<file path="config.mk">
export PLATFORM = sky130hd
export DESIGN_NAME = timing_wheel_scheduler_core
export DESIGN_NICKNAME = d
export VERILOG_FILES = /design/src/rtl/tws_pkg.sv /design/src/rtl/tws_divider.sv /design/src/rtl/timing_wheel_scheduler_core.sv
export SDC_FILE = /design/constraint.sdc
export NUM_CORES = 2
export LEC_CHECK = 0
export ABC_AREA = 1
export BUFFER_PORTS_ARGS = -buffer_cell sky130_fd_sc_hd__buf_2
export CAP_MARGIN = 25
export CORE_MARGIN = 2
export CORE_UTILIZATION = 60
export CTS_CLUSTER_DIAMETER = 120
export DETAILED_ROUTE_END_ITERATION = 7
export PLACE_DENSITY = 0.76
export SYNTH_ARGS = -nofsm -noshare
export SYNTH_HDL_FRONTEND = slang
export SYNTH_SLANG_ARGS = --single-unit
</file>
<file path="constraint.sdc">
create_clock -name clk -period 10.7 [get_ports clk]
set_input_delay 0.535 -clock clk [delete_from_list [all_inputs] [get_ports clk]]
set_output_delay 0.535 -clock clk [all_outputs]
set_load 0.01 [all_outputs]
</file>
<file path="src/rtl/tws_pkg.sv">
// shared types and constants of the timing wheel scheduler
package tws_pkg;

	localparam int unsigned SLOT_W  = 10;
	localparam int unsigned ROUND_W = 32;
	localparam int unsigned DELAY_W = 24;
	localparam int unsigned ID_W    = 16;
	localparam int unsigned CNT_W   = 11;
	localparam int unsigned KIND_W  = 2;
	localparam int unsigned TICKS_W = 25;

	localparam logic [KIND_W-1:0] KIND_ACCEPTED  = 2'd0;
	localparam logic [KIND_W-1:0] KIND_REJECTED  = 2'd1;
	localparam logic [KIND_W-1:0] KIND_FIRED     = 2'd2;
	localparam logic [KIND_W-1:0] KIND_TICK_DONE = 2'd3;

	localparam logic [CNT_W-1:0] SLOT_COUNT_RESET = 11'd64;
	localparam logic [CNT_W-1:0] SLOT_COUNT_MAX   = 11'd1024;

	typedef enum logic [2:0] {
		ST_IDLE,
		ST_FIND,
		ST_DIV,
		ST_SCAN,
		ST_OUT,
		ST_ADVANCE
	} state_t;

	// request to the shared divider
	typedef struct packed {
		logic                start;
		logic [TICKS_W-1:0]  dividend;
		logic [CNT_W-1:0]    divisor;
	} div_req_t;

	typedef struct packed {
		logic                busy;
		logic                done;
		logic [TICKS_W-1:0]  quotient;
		logic [CNT_W-1:0]    remainder;
	} div_rsp_t;

endpackage

</file>
<file path="src/rtl/tws_divider.sv">
// shared restoring divider, one quotient bit per cycle
module tws_divider (
	input  logic              clk,
	input  logic              arst_n,
	input  tws_pkg::div_req_t req,
	output tws_pkg::div_rsp_t rsp
);

	localparam int unsigned STEP_W = $clog2(tws_pkg::TICKS_W + 1);

	logic [tws_pkg::TICKS_W-1:0] quo_q;
	logic [tws_pkg::CNT_W-1:0]   rem_q;
	logic [tws_pkg::CNT_W-1:0]   dsr_q;
	logic [STEP_W-1:0]           step_q;
	logic                        busy_q;
	logic                        done_q;
	logic [tws_pkg::CNT_W:0]     trial;
	logic [tws_pkg::CNT_W:0]     diff;

	assign trial = {rem_q, quo_q[tws_pkg::TICKS_W-1]};
	assign diff  = trial - {1'b0, dsr_q};

	always_ff @(posedge clk or negedge arst_n) begin
		if (!arst_n) begin
			busy_q <= 1'b0;
			done_q <= 1'b0;
			step_q <= '0;
		end else begin
			done_q <= 1'b0;
			if (req.start) begin
				busy_q <= 1'b1;
				step_q <= STEP_W'(tws_pkg::TICKS_W);
			end else if (busy_q) begin
				step_q <= step_q - 1'b1;
				if (step_q == STEP_W'(1)) begin
					busy_q <= 1'b0;
					done_q <= 1'b1;
				end
			end
		end
	end

	always_ff @(posedge clk) begin
		if (req.start) begin
			quo_q <= req.dividend;
			rem_q <= '0;
			dsr_q <= req.divisor;
		end else if (busy_q) begin
			// remainder stays below divisor, so it fits cnt_w bits
			if (!diff[tws_pkg::CNT_W]) begin
				rem_q <= diff[tws_pkg::CNT_W-1:0];
				quo_q <= {quo_q[tws_pkg::TICKS_W-2:0], 1'b1};
			end else begin
				rem_q <= trial[tws_pkg::CNT_W-1:0];
				quo_q <= {quo_q[tws_pkg::TICKS_W-2:0], 1'b0};
			end
		end
	end

	assign rsp.busy      = busy_q;
	assign rsp.done      = done_q;
	assign rsp.quotient  = quo_q;
	assign rsp.remainder = rem_q;

endmodule

</file>
<file path="src/rtl/timing_wheel_scheduler_core.sv">
// Timing wheel scheduler: a register command gets its answer from the entry search and keeps the
// block busy from transfer to the next command (an entry search and, if an entry is free, a serial
// division of the slot offset by the slot count and a write-back). A tick command walks the event
// store one entry per cycle; every entry that fires waits for its result transfer, and a recurrent
// one is rescheduled through the same divider. The block takes one command at a time; stall is
// high while a command is in progress. The store's valid bits clear at reset.
module timing_wheel_scheduler_core #(
	parameter int unsigned EVENT_ENTRIES = 16
) (
	input  logic        clk,
	input  logic        arst_n,
	input  logic        in_valid,
	output logic        in_stall,
	input  logic        command,
	input  logic [15:0] event_id,
	input  logic [23:0] delay_ticks,
	input  logic        recurrent,
	output logic        out_valid,
	input  logic        out_stall,
	output logic [1:0]  kind,
	output logic [15:0] fired_event_id,
	output logic        last,
	input  logic        psel,
	input  logic        penable,
	input  logic        pwrite,
	input  logic [2:0]  paddr,
	input  logic [31:0] pwdata,
	output logic [31:0] prdata,
	output logic        pready
);

	localparam int unsigned IDX_W = $clog2(EVENT_ENTRIES);
	localparam logic [2:0]  ADDR_SLOT_COUNT = 3'd0;

	tws_pkg::state_t state_q, state_d;

	logic [tws_pkg::CNT_W-1:0]   slot_count_q;
	logic [tws_pkg::SLOT_W-1:0]  cur_slot_q;
	logic [tws_pkg::ROUND_W-1:0] cur_rot_q;

	logic [EVENT_ENTRIES-1:0]    valid_q;
	logic [tws_pkg::ID_W-1:0]    ent_id_q    [EVENT_ENTRIES];
	logic [tws_pkg::ROUND_W-1:0] ent_round_q [EVENT_ENTRIES];
	logic [tws_pkg::SLOT_W-1:0]  ent_slot_q  [EVENT_ENTRIES];
	logic [tws_pkg::DELAY_W-1:0] ent_ivl_q   [EVENT_ENTRIES];
	logic                        ent_rep_q   [EVENT_ENTRIES];

	logic                        cmd_q;
	logic [tws_pkg::ID_W-1:0]    id_q;
	logic [tws_pkg::DELAY_W-1:0] delay_q;
	logic                        rec_q;
	logic [IDX_W-1:0]            idx_q;
	logic                        resched_q;

	logic                        ov_q;
	logic [tws_pkg::KIND_W-1:0]  kind_q;
	logic [tws_pkg::ID_W-1:0]    fid_q;
	logic                        last_q;

	logic [tws_pkg::CNT_W-1:0]   eff_cnt;
	logic                        in_xfer, out_xfer, cfg_wr;
	logic                        found;
	logic [IDX_W-1:0]            free_idx;
	logic                        hit;
	logic                        scan_end;
	logic [tws_pkg::DELAY_W-1:0] ivl_use;
	logic [tws_pkg::SLOT_W:0]    slot_inc;

	tws_pkg::div_req_t div_req;
	tws_pkg::div_rsp_t div_rsp;

	tws_divider u_div (
		.clk    (clk),
		.arst_n (arst_n),
		.req    (div_req),
		.rsp    (div_rsp)
	);

	always_comb begin
		if (slot_count_q == '0)
			eff_cnt = tws_pkg::CNT_W'(1);
		else if (slot_count_q > tws_pkg::SLOT_COUNT_MAX)
			eff_cnt = tws_pkg::SLOT_COUNT_MAX;
		else
			eff_cnt = slot_count_q;
	end

	assign in_stall = (state_q != tws_pkg::ST_IDLE) || ov_q;
	assign in_xfer  = in_valid && !in_stall;
	assign out_xfer = ov_q && !out_stall;
	assign cfg_wr   = psel && penable && pwrite;
	assign pready   = 1'b1;
	assign prdata   = (paddr == ADDR_SLOT_COUNT) ? {21'd0, slot_count_q} : 32'd0;

	// lowest free entry
	always_comb begin
		found    = 1'b0;
		free_idx = '0;
		for (int i = EVENT_ENTRIES - 1; i >= 0; i--) begin
			if (!valid_q[i]) begin
				found    = 1'b1;
				free_idx = IDX_W'(i);
			end
		end
	end

	assign hit = valid_q[idx_q] && ent_round_q[idx_q] == cur_rot_q
		&& ent_slot_q[idx_q] == cur_slot_q;
	assign scan_end = (idx_q == IDX_W'(EVENT_ENTRIES - 1));
	assign ivl_use  = (ent_ivl_q[idx_q] == '0) ? tws_pkg::DELAY_W'(1) : ent_ivl_q[idx_q];
	assign slot_inc = {1'b0, cur_slot_q} + 1'b1;

	always_comb begin
		div_req.start    = 1'b0;
		div_req.divisor  = eff_cnt;
		div_req.dividend = tws_pkg::TICKS_W'(cur_slot_q) + tws_pkg::TICKS_W'(delay_q);
		if (state_q == tws_pkg::ST_FIND && found)
			div_req.start = 1'b1;
		if (state_q == tws_pkg::ST_OUT && out_xfer && resched_q) begin
			div_req.start    = 1'b1;
			div_req.dividend = tws_pkg::TICKS_W'(cur_slot_q) + tws_pkg::TICKS_W'(ivl_use);
		end
	end

	always_comb begin
		state_d = state_q;
		unique case (state_q)
			tws_pkg::ST_IDLE:
				if (in_xfer) state_d = command ? tws_pkg::ST_SCAN : tws_pkg::ST_FIND;
			tws_pkg::ST_FIND:
				state_d = found ? tws_pkg::ST_DIV : tws_pkg::ST_IDLE;
			tws_pkg::ST_DIV:
				if (div_rsp.done) begin
					if (!cmd_q) state_d = tws_pkg::ST_IDLE;
					else if (scan_end) state_d = tws_pkg::ST_ADVANCE;
					else state_d = tws_pkg::ST_SCAN;
				end
			tws_pkg::ST_SCAN:
				if (!ov_q) begin
					if (hit) state_d = tws_pkg::ST_OUT;
					else if (scan_end) state_d = tws_pkg::ST_ADVANCE;
				end
			tws_pkg::ST_OUT:
				if (out_xfer) begin
					if (resched_q) state_d = tws_pkg::ST_DIV;
					else if (scan_end) state_d = tws_pkg::ST_ADVANCE;
					else state_d = tws_pkg::ST_SCAN;
				end
			tws_pkg::ST_ADVANCE:
				if (!ov_q) state_d = tws_pkg::ST_IDLE;
			default:
				state_d = tws_pkg::ST_IDLE;
		endcase
	end

	always_ff @(posedge clk or negedge arst_n) begin
		if (!arst_n) begin
			state_q      <= tws_pkg::ST_IDLE;
			slot_count_q <= tws_pkg::SLOT_COUNT_RESET;
			cur_slot_q   <= '0;
			cur_rot_q    <= '0;
			valid_q      <= '0;
			ov_q         <= 1'b0;
		end else begin
			state_q <= state_d;
			if (cfg_wr && paddr == ADDR_SLOT_COUNT)
				slot_count_q <= pwdata[tws_pkg::CNT_W-1:0];
			if (out_xfer && state_q != tws_pkg::ST_OUT)
				ov_q <= 1'b0;
			unique case (state_q)
				tws_pkg::ST_FIND: begin
					ov_q <= 1'b1;
					if (found) valid_q[free_idx] <= 1'b1;
				end
				tws_pkg::ST_SCAN:
					if (!ov_q && hit) ov_q <= 1'b1;
				tws_pkg::ST_OUT:
					if (out_xfer) begin
						ov_q <= 1'b0;
						if (!resched_q) valid_q[idx_q] <= 1'b0;
					end
				tws_pkg::ST_ADVANCE:
					if (!ov_q) begin
						ov_q <= 1'b1;
						if (slot_inc >= {1'b0, eff_cnt}) begin
							cur_slot_q <= '0;
							cur_rot_q  <= cur_rot_q + 1'b1;
						end else begin
							cur_slot_q <= slot_inc[tws_pkg::SLOT_W-1:0];
						end
					end
				default: ;
			endcase
		end
	end

	always_ff @(posedge clk) begin
		if (in_xfer) begin
			cmd_q   <= command;
			id_q    <= event_id;
			delay_q <= delay_ticks;
			rec_q   <= recurrent;
			idx_q   <= '0;
		end
		unique case (state_q)
			tws_pkg::ST_FIND: begin
				idx_q  <= free_idx;
				kind_q <= found ? tws_pkg::KIND_ACCEPTED : tws_pkg::KIND_REJECTED;
				fid_q  <= '0;
				last_q <= 1'b1;
				if (found) begin
					ent_id_q[free_idx]  <= id_q;
					ent_ivl_q[free_idx] <= delay_q;
					ent_rep_q[free_idx] <= rec_q;
				end
			end
			tws_pkg::ST_DIV:
				if (div_rsp.done) begin
					ent_round_q[idx_q] <= cur_rot_q + tws_pkg::ROUND_W'(div_rsp.quotient);
					ent_slot_q[idx_q]  <= div_rsp.remainder[tws_pkg::SLOT_W-1:0];
					if (cmd_q && !scan_end) begin
						idx_q   <= idx_q + 1'b1;
					end
				end
			tws_pkg::ST_SCAN:
				if (!ov_q) begin
					if (hit) begin
						kind_q    <= tws_pkg::KIND_FIRED;
						fid_q     <= ent_id_q[idx_q];
						last_q    <= 1'b0;
						resched_q <= ent_rep_q[idx_q];
					end else if (!scan_end) begin
						idx_q <= idx_q + 1'b1;
					end
				end
			tws_pkg::ST_OUT:
				if (out_xfer && !resched_q && !scan_end) idx_q <= idx_q + 1'b1;
			tws_pkg::ST_ADVANCE:
				if (!ov_q) begin
					kind_q <= tws_pkg::KIND_TICK_DONE;
					fid_q  <= '0;
					last_q <= 1'b1;
				end
			default: ;
		endcase
	end

	// after a reschedule the scan resumes at the next entry, or advances after the last one
	assign out_valid      = ov_q;
	assign kind           = kind_q;
	assign fired_event_id = fid_q;
	assign last           = last_q;

`ifndef NO_ASSERTIONS
	a_no_accept_busy: assert property (@(posedge clk) disable iff (!arst_n)
		(state_q != tws_pkg::ST_IDLE) |-> !in_xfer)
		else $error("command accepted while busy");
	a_divider_idle_start: assert property (@(posedge clk) disable iff (!arst_n)
		div_req.start |-> !div_rsp.busy)
		else $error("divider restarted while busy");
	a_fired_not_last: assert property (@(posedge clk) disable iff (!arst_n)
		(ov_q && kind_q == tws_pkg::KIND_FIRED) |-> !last_q)
		else $error("fired result marked last");
	a_reject_when_full: assert property (@(posedge clk) disable iff (!arst_n)
		(state_q == tws_pkg::ST_FIND && !found) |-> (valid_q == '1))
		else $error("rejected with a free entry");
`endif

endmodule
</file>
### Yosys cells after proc, flatten, opt, wreduce, memory -nomap -nowiden

Memory sizes are Yosys's and may differ from the RTL's. A register that Yosys moved wholly into a read port is not among the register bits.
Cells that the tools add are included.

* add/sub/neg operators: 8
* order comparisons: 6
* equality and inequality tests: 19
* multiplexer cells: 106
* bitwise logic cells: 4
* reductions and logical operators: 37

Operator list (count)
* $mux 16: 6
* $mux 4: 23
* $add 10x24->25: 2
* $mux 25: 2
* $pmux 16 s3: 1
* $mux 11: 4
* $mux 1: 41
* $add 32x1->32 const B: 1
* $add 32x25->32: 1
* $eq 32x32->1: 1
* $pmux 16 s2: 1
* $mux 3: 10
* $mux 26: 1
* $logic_not 24->1: 1
* $mux 24: 1
* $pmux 3 s6: 1
* $logic_and 1x1->1: 17
* $and 16x16->16: 1
* $not 16->16: 1
* $or 16x16->16: 1
* $pmux 4 s4: 1
* $ne 2x2->1 const B: 7
* $sub 12x11->12: 1
* $add 10x1->11 const B: 1
* other kinds (33): 53

* register bits: 192
* RAM bits: 1328
* input bits: 84
* output and inout bits: 54
* logic and storage cells: 205
* memories kept: 5

Memory list
* ent_round_q: words 16, bits a word 32, read ports 1, clocked after memory_dff 1, write ports 1, RTL line timing_wheel_scheduler_core.sv:43 `logic [tws_pkg::ROUND_W-1:0] ent_round_q [EVENT_ENTRIES];`
* ent_ivl_q: words 16, bits a word 24, read ports 1, clocked after memory_dff 1, write ports 1, RTL line timing_wheel_scheduler_core.sv:45 `logic [tws_pkg::DELAY_W-1:0] ent_ivl_q [EVENT_ENTRIES];`
* ent_id_q: words 16, bits a word 16, read ports 1, clocked after memory_dff 1, write ports 1, RTL line timing_wheel_scheduler_core.sv:42 `logic [tws_pkg::ID_W-1:0] ent_id_q [EVENT_ENTRIES];`
* ent_slot_q: words 16, bits a word 10, read ports 1, clocked after memory_dff 1, write ports 1, RTL line timing_wheel_scheduler_core.sv:44 `logic [tws_pkg::SLOT_W-1:0] ent_slot_q [EVENT_ENTRIES];`
* ent_rep_q: words 16, bits a word 1, read ports 1, clocked after memory_dff 1, write ports 1, RTL line timing_wheel_scheduler_core.sv:46 `logic ent_rep_q [EVENT_ENTRIES];`

### Logic depth before layout (Yosys ltp)

* depth after elaboration: 23
* gate-level depth with buffers: 35
* gate-level depth less buffers: 29

### Cells and area by module

Synthesis repeated with hierarchy kept, for this count alone.

* cell total of the unflattened synthesis: 6134
* area, all modules: 66314.9 µm²

By module, submodules not included
* timing_wheel_scheduler_core: instances 1, cells each 5770, area an instance 63365.8 µm², seq. area each 43648.1 µm²
* tws_divider: instances 1, cells each 364, area an instance 2949.1 µm², seq. area each 1476.4 µm²

### Least setup slack after synthesis

Ideal clock, no wire load.

* path kind: register to register
* from: reg state_q[1]
* to: mem ent_id_q[0][0] (netlist bit) (enable)
* arrival: 5247 ps
* required time: 10156 ps
* slack: 4909 ps
* cell stages (with the launch flop): 8
* period minus slack after synthesis: 5791 ps
* path through: dfrtp_1 > nor2_1 > inv_2 > nor2_1 > inv_1 > nor2_1 > inv_1 > nor4_1

* cells in the longest elaborated chain, start to end: 3

Ends and longest elaborated chain
* from (decl): RTL line timing_wheel_scheduler_core.sv:35 `tws_pkg::state_t state_q, state_d;`
* from (signal assigned): RTL line timing_wheel_scheduler_core.sv:158 `state_q <= tws_pkg::ST_IDLE;`
* from (signal assigned): RTL line timing_wheel_scheduler_core.sv:165 `state_q <= state_d;`
* $eq 3x1->1: RTL line timing_wheel_scheduler_core.sv:205 `unique case (state_q)`
* $mux 1: RTL line timing_wheel_scheduler_core.sv:205
* $mux 1 (implied by the code): RTL line timing_wheel_scheduler_core.sv:212 `ent_id_q[free_idx] <= id_q;`
* to (decl): RTL line timing_wheel_scheduler_core.sv:42

No other way between the ends.

==> metrics.csv <==
metric,value,unit
status,completed,
H-tree depth,4,
largest net degree at the start of global routing,211,
Fmax,145.7,MHz
vias per cell,5.918,
post-DP HPWL,88590,µm
sequential area share after synthesis,68.27,%
Int Pwr,11980,µW
power density cells,261.0,mW/mm²
most frequent cells in the layout,"edfxtp_1, nand2_1, nor2_1",
Netlist Area Pre-Place,0.06609,mm²
clock power share,26.9,%
"Clk Latency, worst-skew pair",790,ps
root buffer cell,clkbuf_16,
Synth area leader,edfxtp_1,
critical setup path kind,reg -> reg,
Startpoint Class,register,
Initial Util,60.63,%
"flops & latches, synth",1521,
number of synthesized flops with an enable pin,1426,
global-route wire length before repair,253600,µm
GRT overflow,0,
"Primary FF master, synth",edfxtp_1,
Async SR Flop Fraction,5.260,%
Ys Warns,0,
final hold violations,0,
Vias,45680,
Required @ worst endpoint,11230,ps
register share of total power,40.4,%
number of max-cap violations,0,
Slew Limit Fails,0,
Max VDD drop,0.0004278,V
leakage,0.02782,µW
"Clk pin slew, worst setup/hold paths",60,ps
clock sinks,1521,
largest cells by area after synthesis,"edfxtp_1, nand2_1, nor2_1, o21ai_0, dfrtp_1",
remaining antenna violation count after routing,0,
Finish-stage setup viols,0,
drt total wl,169000,µm
Layout Nets,6334,
post-synth top area share,64.79,%
antenna violations before repair,0,
GR Util met3,4.833,%
DRC Markers,0,
Worst Path Arrival,7400,ps
Post-Syn Instances,6083,
type of the worst min-delay path,in -> reg,
RSZ-0062 raised after global routing,false,
Switching Share,37.29,%
GR peak layer,met2,
normalized max-slew margin,14.33,%
average wire per standard cell,21.90,µm
Net Sw Power,7124,µW
Final TNS setup,0,ps
most frequent cell on the critical path,nand2_1,
Inserted Clock Buffers,151,
final clock period utilization by the worst path,64.16,%
vias in the first global route,43490,
fraction of layout cells with a size suffix above 1,7.488,%
Clock Tree Buf Depth,3,
crit path max fanout,187,
Chip Width,335.9,µm
CTS tree,yes,
site row count,121,
GPL Wtd Cong,0.9597,
Crit-path slowest cell,dfxtp_4,
GRT Total Usage,29.91,%
WHS,89.15,ps
Area Overhead vs Synth,10.76,%
Final Skew,28.87,ps
minimum clock period after layout,6866,ps
Die Ht,335.9,µm
"slowest stage delay, CP",980,ps
met1 Usage GRT,40.38,%
I/O pin total,138,
Worst-Margin Slew,1285,ps
crit end category,register,
initial DRC count,5546,
drt first pass iters,6,
Die ar.,0.1128,mm²
met2 Use GR,48.60,%
Mean Syn Cell Area,10.87,µm²
Port Buf Inserts,94,
Netlist cell types,60,
Core Region,0.1090,mm²
"commonest non-fill, non-tap cell in the layout",edfxtp_1,
Comb pwr share,32.7,%
-- power by group through the flow --
stage                     combinational [µW]  clock [µW]  sequential [µW]
after floorplan                         4390           0             7610
after global placement                  5870           0             7820
after detailed placement                6020           0             7830
after CTS                               6090        5180             7710
after global routing                    6860        5410             7750
final                                   6260        5140             7710
-- metal layers --
metal | share of wire (%) | up-vias
li1 | - | 21030
met3 | 9.2 | 452
met5 | 0 | -
met4 | 4.0 | 0
met2 | 48 | 2326
met1 | 39 | 21870
-- final timing paths --
kind | start | end | slack [ps] | depth (start not counted)
min in group asynchronous | arst_n | slot_count_q[7]$_DFFE_PN0P_ | 200 | 2
worst min register to register | u_div.rem_q[10]$_SDFFE_PN0P_ | u_div.rem_q[10]$_SDFFE_PN0P_ | 510 | 2
worst min-delay path | out_stall | out_valid$_DFF_PN0_ | 90 | 3
worst max-delay path | idx_q[0]$_DFF_P_ | u_div.quo_q[22]$_DFFE_PP_ | 3830 | 28
worst max register to register | idx_q[0]$_DFF_P_ | u_div.quo_q[22]$_DFFE_PP_ | 3830 | 28
max in group asynchronous | arst_n | cur_rot_q[18]$_DFFE_PN0P_ | 9260 | 3
-- what timing repair did --
item | in CTS | in global routing
setup buffers | 0 | 0
hold buffers | 54 | 0
endpoints found under the hold margin | 72 | 0
resized for setup | 0 | 0
-- per-stage QoR --
stage | utilization, % | area, µm² | std cells | worst slack (ps) | power, µW
2_1_floorplan | - | 66170 | 6103 | 4909 | 12010
3_3_place_gp | 62.05 | 67640 | 7367 | 4168 | 13690
3_5_place_dp | 62.11 | 67700 | 7375 | 4067 | 13850
4_1_cts | 67.00 | 73030 | 7703 | 3944 | 18980
5_1_grt | 67.16 | 73200 | 7717 | 3424 | 20020
6_report | 67.16 | 73210 | 7718 | 3834 | 19100
-- synth_stat cells (4+ instances only) --
| master | instances |
|---|---|
| o21ai_1 | 100 |
| a41oi_1 | 16 |
| or2_2 | 4 |
| nand3_1 | 178 |
| xnor2_1 | 26 |
| o21a_1 | 4 |
| o21ai_0 | 590 |
| inv_2 | 15 |
| a22o_1 | 15 |
| a31oi_1 | 10 |
| xor2_1 | 67 |
| nor4_1 | 12 |
| nand2_1 | 1412 |
| edfxtp_1 | 1426 |
| ha_1 | 65 |
| clkbuf_1 | 113 |
| o22ai_1 | 166 |
| buf_6 | 20 |
| dfrtp_1 | 79 |
| o31ai_1 | 5 |
| dfxtp_1 | 15 |
| buf_2 | 124 |
| a21boi_0 | 5 |
| o211ai_1 | 6 |
| nand4_1 | 35 |
| nor2_2 | 8 |
| inv_1 | 423 |
| nor3_1 | 39 |
| o21bai_1 | 11 |
| buf_1 | 13 |
| nor2_1 | 911 |
| nor3b_1 | 5 |
| buf_4 | 42 |
| a21oi_1 | 79 |
-- logic make-up (layout without fill, tap and decap cells) --
group	count (synthesis)	after routing	synth area share, %
xor gates and xnor gates	93	93	1.232
and+or+nand+nor	2621	2621	15.68
other	2	23	0.01136
DFF	1521	1521	68.27
AOI/OAI and AO/OA	1026	1026	8.509
buffers and inverters	752	952	4.971
adders and majority gates	68	68	1.321
-- state kept, by name, indices dropped and copies added, names as in the netlist, 16 cells and up --
signal,cells
ent_round_q,512
ent_ivl_q,384
ent_id_q,256
ent_slot_q,160
cur_rot_q,32
u_div.quo_q,25
delay_q,24
ent_rep_q,16
fired_event_id,16
id_q,16
valid_q,16
-- worst max-delay path, delay by kind of cell, from the launching register on --
kind                       cells  cell delay (ps)
adders and majority gates      2              680
buffers and inverters          3              910
DFF                            1              980
and+or+nand+nor               16             2350
AOI/OAI and AO/OA              7             1590
-- area by class of cell --
type | instances | area, µm²
inverters | 440 | 1669
repair buffers | 238 | 1803
clock inverters | 76 | 744.5
flip-flops and latches | 1521 | 45130
clock buffers | 198 | 4048
diodes | 1 | 2.502
fillers | 7708 | 35800
multi-input cells | 3830 | 18040
well taps | 1414 | 1769
Power figures use the tool's default switching activity.
